--- src/sv/skt_pkg.sv ---
// ----------------------------------------------------------------------------
// skt_pkg
// Shared constants for the streaming top-k nearest neighbor selector.
// ----------------------------------------------------------------------------
package skt_pkg;

  localparam int VAL_W  = 8;
  localparam int SQ_W   = 2 * VAL_W;
  localparam int DIST_W = 32;
  localparam int TOPK_W = 6;

  localparam logic [TOPK_W-1:0] TOPK_RESET = 6'd20;
  localparam logic [DIST_W-1:0] SUM_MAX    = 32'hFFFF_FFFF;

  // Register word index on the configuration port
  localparam logic [1:0] REG_TOP_K = 2'd0;

  localparam logic MODE_PAIR  = 1'b0;
  localparam logic MODE_DRAIN = 1'b1;

endpackage

--- src/sv/skt_ram.sv ---
// ----------------------------------------------------------------------------
// skt_ram
// Generic single-write, single-read RAM with registered read data.
// ----------------------------------------------------------------------------
module skt_ram #(
  parameter int WIDTH = 56,
  parameter int DEPTH = 32
) (
  input  logic                                     clk,
  input  logic                                     we,
  input  logic [((DEPTH > 1) ? $clog2(DEPTH) : 1)-1:0] waddr,
  input  logic [WIDTH-1:0]                         wdata,
  input  logic [((DEPTH > 1) ? $clog2(DEPTH) : 1)-1:0] raddr,
  output logic [WIDTH-1:0]                         rdata
);

  logic [WIDTH-1:0] mem [DEPTH];

  always_ff @(posedge clk) begin
    if (we) begin
      mem[waddr] <= wdata;
    end
    rdata <= mem[raddr];
  end

endmodule

--- src/sv/streaming_knn_top_k_unit.sv ---
// Operation: a component transaction holds busy from start until its square is accumulated;
//   a last component also offers its pair, which is appended while the set fills, or else is
//   decided on, and then a max scan runs through the entry RAM. A drain clears the set, then
//   finds every result by a full pass over the n kept entries with the one shared comparator.
// Reset: rst (synchronous, active high) clears the sum, index, set count and top_k (to 20);
//   entry storage is not cleared. Results are one-cycle strobes; the receiver cannot stall.
// ----------------------------------------------------------------------------
// streaming_knn_top_k_unit
// Squared Euclidean distance accumulator with a top-k (distance, index) set,
// drained in ascending order by repeated minimum scans.
// ----------------------------------------------------------------------------
module streaming_knn_top_k_unit #(
  parameter int K_MAX      = 32,
  parameter int INDEX_BITS = 24
) (
  input  logic                        clk,
  input  logic                        rst,
  // command channel
  input  logic                        start,
  output logic                        busy,
  input  logic                        mode,
  input  logic [skt_pkg::VAL_W-1:0]   query_value,
  input  logic [skt_pkg::VAL_W-1:0]   base_value,
  input  logic                        last_component,
  // result channel
  output logic                        result_valid,
  output logic [INDEX_BITS-1:0]       neighbor_index,
  output logic [skt_pkg::DIST_W-1:0]  distance,
  output logic                        empty_res,
  output logic                        last_result,
  // configuration port
  input  logic                        psel,
  input  logic                        penable,
  input  logic                        pwrite,
  input  logic [1:0]                  paddr,
  input  logic [31:0]                 pwdata,
  output logic [31:0]                 prdata,
  output logic                        pready
);

  localparam int AW = (K_MAX > 1) ? $clog2(K_MAX) : 1;   // entry address
  localparam int CW = $clog2(K_MAX + 1);                 // entry count
  localparam int DW = skt_pkg::DIST_W;
  localparam int EW = DW + INDEX_BITS;                   // RAM word: {distance, index}

  typedef enum logic [2:0] {
    ST_IDLE,
    ST_ACC,    // add the registered square into the running sum
    ST_OFFER,  // insert, or start the max scan
    ST_MSCAN,  // find the largest kept pair, replace if the offer is smaller
    ST_DRAIN,  // snapshot and clear the set
    ST_DSCAN   // find the smallest unsent pair and emit it
  } state_t;

  state_t                      state;
  logic [skt_pkg::TOPK_W-1:0]  top_k;
  logic [DW-1:0]               running_sum;
  logic [INDEX_BITS-1:0]       scan_index;
  logic [CW-1:0]               kept_count;

  logic                        last_r;
  logic [skt_pkg::SQ_W-1:0]    sq_r;
  logic [DW-1:0]               offer_dist;
  logic [INDEX_BITS-1:0]       offer_idx;

  // scan engine
  logic [CW-1:0]               ptr;
  logic [CW-1:0]               scan_n;
  logic                        rd_pend;
  logic [AW-1:0]               rd_idx;
  logic                        have_best;
  logic [DW-1:0]               best_d;
  logic [INDEX_BITS-1:0]       best_i;
  logic [AW-1:0]               best_addr;
  logic [K_MAX-1:0]            used;
  logic [CW-1:0]               out_cnt;

  // combinational helpers
  logic                        accept;
  logic [skt_pkg::VAL_W-1:0]   diff;
  logic [skt_pkg::SQ_W-1:0]    sq;
  logic [DW:0]                 sum_wide;
  logic [DW-1:0]               sum_sat;
  logic [31:0]                 tk32;
  logic [CW-1:0]               k_eff;
  logic                        issue;
  logic                        scan_done;
  logic [EW-1:0]               rd_data;
  logic [DW-1:0]               rd_d;
  logic [INDEX_BITS-1:0]       rd_i;
  logic [DW-1:0]               cmp_a_d, cmp_b_d;
  logic [INDEX_BITS-1:0]       cmp_a_i, cmp_b_i;
  logic                        cmp_gt;
  logic                        take;
  logic                        ram_we;
  logic [AW-1:0]               ram_waddr;
  logic [EW-1:0]               ram_wdata;
  logic                        cfg_write;

  assign busy   = (state != ST_IDLE);
  assign accept = start && !busy;
  assign pready = 1'b1;
  assign prdata = {{(32 - skt_pkg::TOPK_W){1'b0}}, top_k};

  assign cfg_write = psel && penable && pwrite && pready
                     && (paddr[1:0] == skt_pkg::REG_TOP_K);

  // Absolute difference and its square, registered at accept
  assign diff = (query_value > base_value) ? (query_value - base_value)
                                           : (base_value - query_value);
  assign sq   = skt_pkg::SQ_W'(diff) * skt_pkg::SQ_W'(diff);

  // Saturating accumulate
  assign sum_wide = {1'b0, running_sum} + (DW + 1)'(sq_r);
  assign sum_sat  = sum_wide[DW] ? skt_pkg::SUM_MAX : sum_wide[DW-1:0];

  // Clamp top_k into 1..K_MAX
  assign tk32 = 32'(top_k);
  always_comb begin
    if (top_k == '0) begin
      k_eff = CW'(1);
    end else if (tk32 > 32'(K_MAX)) begin
      k_eff = CW'(K_MAX);
    end else begin
      k_eff = CW'(tk32);
    end
  end

  // Scan sequencing: one read issued per cycle, compared in the cycle after it is issued
  assign issue     = ((state == ST_MSCAN) || (state == ST_DSCAN)) && (ptr < scan_n);
  assign scan_done = ((state == ST_MSCAN) || (state == ST_DSCAN)) && (ptr == scan_n)
                     && !rd_pend;
  assign rd_d      = rd_data[EW-1:INDEX_BITS];
  assign rd_i      = rd_data[INDEX_BITS-1:0];

  // Shared (distance, index) comparator: cmp_gt = A greater than B
  always_comb begin
    if (state == ST_DSCAN) begin
      cmp_a_d = best_d;
      cmp_a_i = best_i;
      cmp_b_d = rd_d;
      cmp_b_i = rd_i;
    end else begin
      cmp_a_d = rd_d;
      cmp_a_i = rd_i;
      cmp_b_d = best_d;
      cmp_b_i = best_i;
    end
    if (cmp_a_d != cmp_b_d) begin
      cmp_gt = (cmp_a_d > cmp_b_d);
    end else begin
      cmp_gt = (cmp_a_i > cmp_b_i);
    end
  end

  // MSCAN keeps the larger, DSCAN the smaller unsent; the first of equal pairs wins
  always_comb begin
    if (state == ST_DSCAN) begin
      take = rd_pend && !used[rd_idx] && (!have_best || cmp_gt);
    end else begin
      take = rd_pend && (!have_best || cmp_gt);
    end
  end

  // Entry writes: append while filling, replace the maximum once full if the offer is smaller
  always_comb begin
    ram_we    = 1'b0;
    ram_waddr = best_addr;
    ram_wdata = {offer_dist, offer_idx};
    if ((state == ST_OFFER) && (kept_count < k_eff)) begin
      ram_we    = 1'b1;
      ram_waddr = kept_count[AW-1:0];
    end else if ((state == ST_MSCAN) && scan_done && (offer_dist < best_d)) begin
      ram_we    = 1'b1;
    end
  end

  skt_ram #(
    .WIDTH (EW),
    .DEPTH (K_MAX)
  ) u_entries (
    .clk   (clk),
    .we    (ram_we),
    .waddr (ram_waddr),
    .wdata (ram_wdata),
    .raddr (ptr[AW-1:0]),
    .rdata (rd_data)
  );

  always_ff @(posedge clk) begin
    if (rst) begin
      state        <= ST_IDLE;
      top_k        <= skt_pkg::TOPK_RESET;
      running_sum  <= '0;
      scan_index   <= '0;
      kept_count   <= '0;
      rd_pend      <= 1'b0;
      have_best    <= 1'b0;
      used         <= '0;
      out_cnt      <= '0;
      result_valid <= 1'b0;
    end else begin
      // result strobe lasts one cycle
      result_valid <= 1'b0;

      if (cfg_write) begin
        top_k <= pwdata[skt_pkg::TOPK_W-1:0];
      end

      // scan pipeline: advance pointer, track the read in flight
      rd_pend <= issue;
      rd_idx  <= ptr[AW-1:0];
      if (issue) begin
        ptr <= ptr + CW'(1);
      end
      if (take) begin
        have_best <= 1'b1;
        best_d    <= rd_d;
        best_i    <= rd_i;
        best_addr <= rd_idx;
      end

      unique case (state)
        ST_IDLE: begin
          if (accept) begin
            last_r <= last_component;
            sq_r   <= sq;
            state  <= (mode == skt_pkg::MODE_DRAIN) ? ST_DRAIN : ST_ACC;
          end
        end

        ST_ACC: begin
          if (last_r) begin
            offer_dist  <= sum_sat;
            offer_idx   <= scan_index;
            scan_index  <= scan_index + INDEX_BITS'(1);
            running_sum <= '0;
            state       <= ST_OFFER;
          end else begin
            running_sum <= sum_sat;
            state       <= ST_IDLE;
          end
        end

        ST_OFFER: begin
          if (kept_count < k_eff) begin
            kept_count <= kept_count + CW'(1);
            state      <= ST_IDLE;
          end else begin
            ptr       <= '0;
            scan_n    <= kept_count;
            have_best <= 1'b0;
            state     <= ST_MSCAN;
          end
        end

        ST_MSCAN: begin
          if (scan_done) begin
            state <= ST_IDLE;
          end
        end

        ST_DRAIN: begin
          // clear the set and counters; entries are read below the snapshot
          running_sum <= '0;
          scan_index  <= '0;
          kept_count  <= '0;
          used        <= '0;
          out_cnt     <= '0;
          if (kept_count == '0) begin
            result_valid   <= 1'b1;
            neighbor_index <= '0;
            distance       <= '0;
            empty_res      <= 1'b1;
            last_result    <= 1'b1;
            state          <= ST_IDLE;
          end else begin
            ptr       <= '0;
            scan_n    <= kept_count;
            have_best <= 1'b0;
            state     <= ST_DSCAN;
          end
        end

        ST_DSCAN: begin
          if (scan_done) begin
            result_valid     <= 1'b1;
            neighbor_index   <= best_i;
            distance         <= best_d;
            empty_res        <= 1'b0;
            last_result      <= ((out_cnt + CW'(1)) == scan_n);
            used[best_addr]  <= 1'b1;
            out_cnt          <= out_cnt + CW'(1);
            ptr              <= '0;
            have_best        <= 1'b0;
            if ((out_cnt + CW'(1)) == scan_n) begin
              state <= ST_IDLE;
            end
          end
        end

        default: begin
          state <= ST_IDLE;
        end
      endcase
    end
  end

`ifndef ASSERT_OFF
  // Accepted command always raises busy in the next cycle
  a_accept_busy: assert property (@(posedge clk) disable iff (rst)
    accept |=> busy)
    else $error("accepted transaction did not raise busy");

  // Set never grows beyond its storage
  a_count_bound: assert property (@(posedge clk) disable iff (rst)
    32'(kept_count) <= 32'(K_MAX))
    else $error("kept_count exceeds K_MAX");

  // Empty drain result is always the final one
  a_empty_last: assert property (@(posedge clk) disable iff (rst)
    (result_valid && empty_res) |-> last_result)
    else $error("empty result not marked last");

  // Results only come out of a drain, which leaves the set empty
  a_result_drained: assert property (@(posedge clk) disable iff (rst)
    result_valid |-> (kept_count == '0))
    else $error("result while set not cleared");
`endif

endmodule
--- config.mk ---
export PLATFORM = sky130hd
export DESIGN_NAME = streaming_knn_top_k_unit
export DESIGN_NICKNAME = d
export VERILOG_FILES = /design/src/sv/skt_pkg.sv /design/src/sv/skt_ram.sv /design/src/sv/streaming_knn_top_k_unit.sv
export SDC_FILE = /design/constraint.sdc
export NUM_CORES = 2
export LEC_CHECK = 0
export BUFFER_PORTS_ARGS = -buffer_cell sky130_fd_sc_hd__buf_4
export CAP_MARGIN = 10
export CORE_MARGIN = 4
export CORE_UTILIZATION = 35
export DETAILED_ROUTE_END_ITERATION = 10
export PLACE_DENSITY = 0.56
export SLEW_MARGIN = 20
export SYNTH_ARGS = -nofsm -noshare
export SYNTH_HDL_FRONTEND = slang
export SYNTH_SLANG_ARGS = --single-unit
--- constraint.sdc ---
create_clock -name clk -period 14.2 [get_ports clk]
set_input_delay 2.13 -clock clk [delete_from_list [all_inputs] [get_ports clk]]
set_output_delay 2.13 -clock clk [all_outputs]
set_load 0.01 [all_outputs]
==> impl_results.md <==
* Outcome: finished, final reports clean
* Fin Setup TNS at 0 ps
* Crit path time final at 8170 ps
* Actual slew at the worst max-slew pin at 1230 ps
* Busiest layer in global routing: met2
* Dominant cell type by area after synthesis: edfxtp_1
* Post-CTS Hold Buffers at 0
* Vias in the first global route at 48500
* Seq cells post-synth at around 2200
* Met2 Use GR at 30.0%
* Worst reg2reg startpoint: ptr[0]
* Mean Syn Cell Area at roughly 17 um2
* Root Buffer: clkbuf_16
* Clk slew on worst S/H paths at 60 ps
* Max frequency at 0.122 GHz
* DR WL/cell at about 27 um
* CP Capture Type: register
* GRT Resource Usage Total at 18.2%
* Leakage at 33.9 nW
* Area Growth Syn to Fin at 14.5%
* Clock Path Buffers at 3
* Commonest cells post-synth: edfxtp_1, mux2i_1, nand2_1
* Met3 usage at 2.95%
* Met1 Resource Use GR at 25.4%
* Setup Buffers After CTS at 0
* Non-Filler Instances at 9093
* Die height at about 510 um
* Required time of the critical path at 14770 ps
* Core ar. at between 200000 and 300000 um2
* Final Cell Area at 101000 um2
* Nets at roughly 5700
* Via density at 5.39
* Post-CTS sizing at 0
* CP arrival at 8740 ps
* Drt pass-1 iters at 6
* DR iter-0 viols at 5189
* H-tree depth at 4
* Gpl congestion at 0.825
* First-pass GRT wire length at 345000 um
* Largest net degree at the start of global routing at approximately 120
* Top-count cell post-synth: edfxtp_1
* Warnings, synthesis at 0
* Hold_sp: scan_index[23]
* Max cap viols at 0
* CTS tree: done
* CP peak stage delay at 910 ps
* Total Routed Length at 242000 um
* # setup viols final at 0
* Worst-skew pair later-pin latency at approximately 870 ps
* Die width at 510 um
* Vias at slightly below 50000
* Share of Yosys cell area claimed by the top area cell type at 68.1%
* Critical path class: in -> reg
* Hpwl dp at 129000 um
* Final hold vios at 0
* Number of synthesized flops with an enable pin at 2000
* Crit path top cell by count: inv_1
* Top post-synthesis cells by area: edfxtp_1, mux4_2, mux2i_1
* Synth async-reset ratio at 0%
* CP max stage cell: mux2i_1
* CP startpoint: query_value[0]
* Fraction of layout cells with a size suffix above 1 at between 10% and 20%
* Drt drc at 0
* Post-layout total power at 14.5 mW
* Placed cell count at 8664
* Worst Skew at approximately 84 ps
* Slew margin rel. at between 10% and 20%
* Antenna violations before repair at 7
* Startpoint Class: input pin
* Reg-to-reg endpoint: u_entries.mem[7][40]
* Post-DRT Antenna Nets at 0
* Ports at 151
* R2r setup slk at between 8000 and 9000 ps
* Final-report max-slew violation count at 0
* Post-synthesis cell count at 5342
* Die area at 260000 um2
* VDD IR max at 0.189 mV
* Top_reg_cell synth: edfxtp_1
* Critical Path Fanout Max at 12
* Initial Utilization at a little over a third
* IO Port Bufs at 97
* CTS buffer count at 216
* Layout Utilization at roughly 40%
* FP Rows at 184
* CTS Sinks at 2168
* Hold-critical path depth at 0
* Mapped Area at 88200 um2
* Hold Crit Endpoint: offer_idx[23]
* Power Dens Cells at 144 nW/um2
* Synth cell types at 84
* RSZ-0062 raised after global routing: no
* Final period util at 57.5%
* Sequential area share after synthesis at around 72%
* Min-delay worst type: reg -> reg
* Placed cell area at approximately 93000 um2
* R2R depth at 13
* Global route overflow at 0
through the flow:
step | setup WS (ps) | hold slack (ps)
after CTS | 6160 | 445
after global placement | 5330 | 437
after global routing | 5760 | 457
after floorplan | 4640 | 414
after detailed placement | 5250 | 436
final | 6030 | 456
metal layers:
metal  wire length [um]  up-vias
met1             104000    25600
met3              16400      297
met5                 11        -
li1                   -    21300
met2             117000     1743
met4               5220        2
placed cells by master, fill, tap and decap left out, types with 69 or more instances in the layout:
| cell | count |
|---|---|
| xor2_1 | 69 |
| mux2i_1 | 356 |
| o21ai_0 | 220 |
| clkbuf_16 | 218 |
| nand2_1 | 328 |
| edfxtp_1 | 2000 |
| mux4_2 | 234 |
| mux2_2 | 113 |
| a21oi_1 | 274 |
| inv_1 | 148 |
| buf_4 | 220 |
| ha_1 | 109 |
| dfxtp_1 | 168 |
| o221ai_1 | 171 |
| nor2_1 | 219 |
sequential cells by signal (all words and copies together), names as in the netlist, 6 cells and up:
register         cells
best_d              32
best_i              24
distance            32
kept_count           6
neighbor_index      24
offer_dist          32
offer_idx           24
out_cnt              6
ptr                  6
running_sum         32
scan_index          24
scan_n               6
sq_r                15
top_k                6
u_entries.mem     1792
u_entries.rdata     56
used                32
cell families after synthesis:
kind of cell	count (synthesis)	synth area share [%]
AO/OA/AOI/OAI	892	6.39
XOR/XNOR	124	1.26
adder cells (fa/ha/maj)	175	2.60
buffers and inverters	431	2.03
flip-flops	2168	71.9
multiplexers	704	11.5
other	2	0.00851
AND/OR/NAND/NOR	846	4.36
final cells by class:
| class | count | area, um2 |
|---|---|---|
| flip-flops and latches | 2168 | 63400 |
| clock inverters | 111 | 1360 |
| fillers | 22600 | 150000 |
| well taps | 3348 | 4190 |
| diodes | 6 | 15.0 |
| clock buffers | 298 | 5990 |
| multi-input cells | 2768 | 23400 |
| repair buffers | 242 | 2020 |
| inverters | 152 | 576 |
worst max-delay path: cells and delay by family:
kind / cells / cell delay [ps]
AOI/OAI and AO/OA: 9 / 2380
xor gates and xnor gates: 1 / 110
adders and majority gates: 7 / 2580
buffers and inverters: 6 / 380
muxes: 1 / 910
and+or+nand+nor: 1 / 250
how the worst max path moves through the flow:
stage,depth (start not counted),end,slack [ps]
2_1_floorplan,2,best_addr[0],4640
3_3_place_gp,28,sq_r[15],5330
3_5_place_dp,25,sq_r[14],5250
4_1_cts,25,sq_r[14],6160
5_1_grt,25,sq_r[14],5760
6_report,25,sq_r[14],6030
power by group:
group | switching (mW) | total (mW) | internal, mW | leakage, nW
sequential | 0.0591 | 7.07 | 7.02 | 19.4
clock | 2.48 | 5.83 | 3.35 | 3.55
combinational | 0.940 | 1.62 | 0.680 | 10.9
No activity file was read; power rests on OpenSTA's default activity.
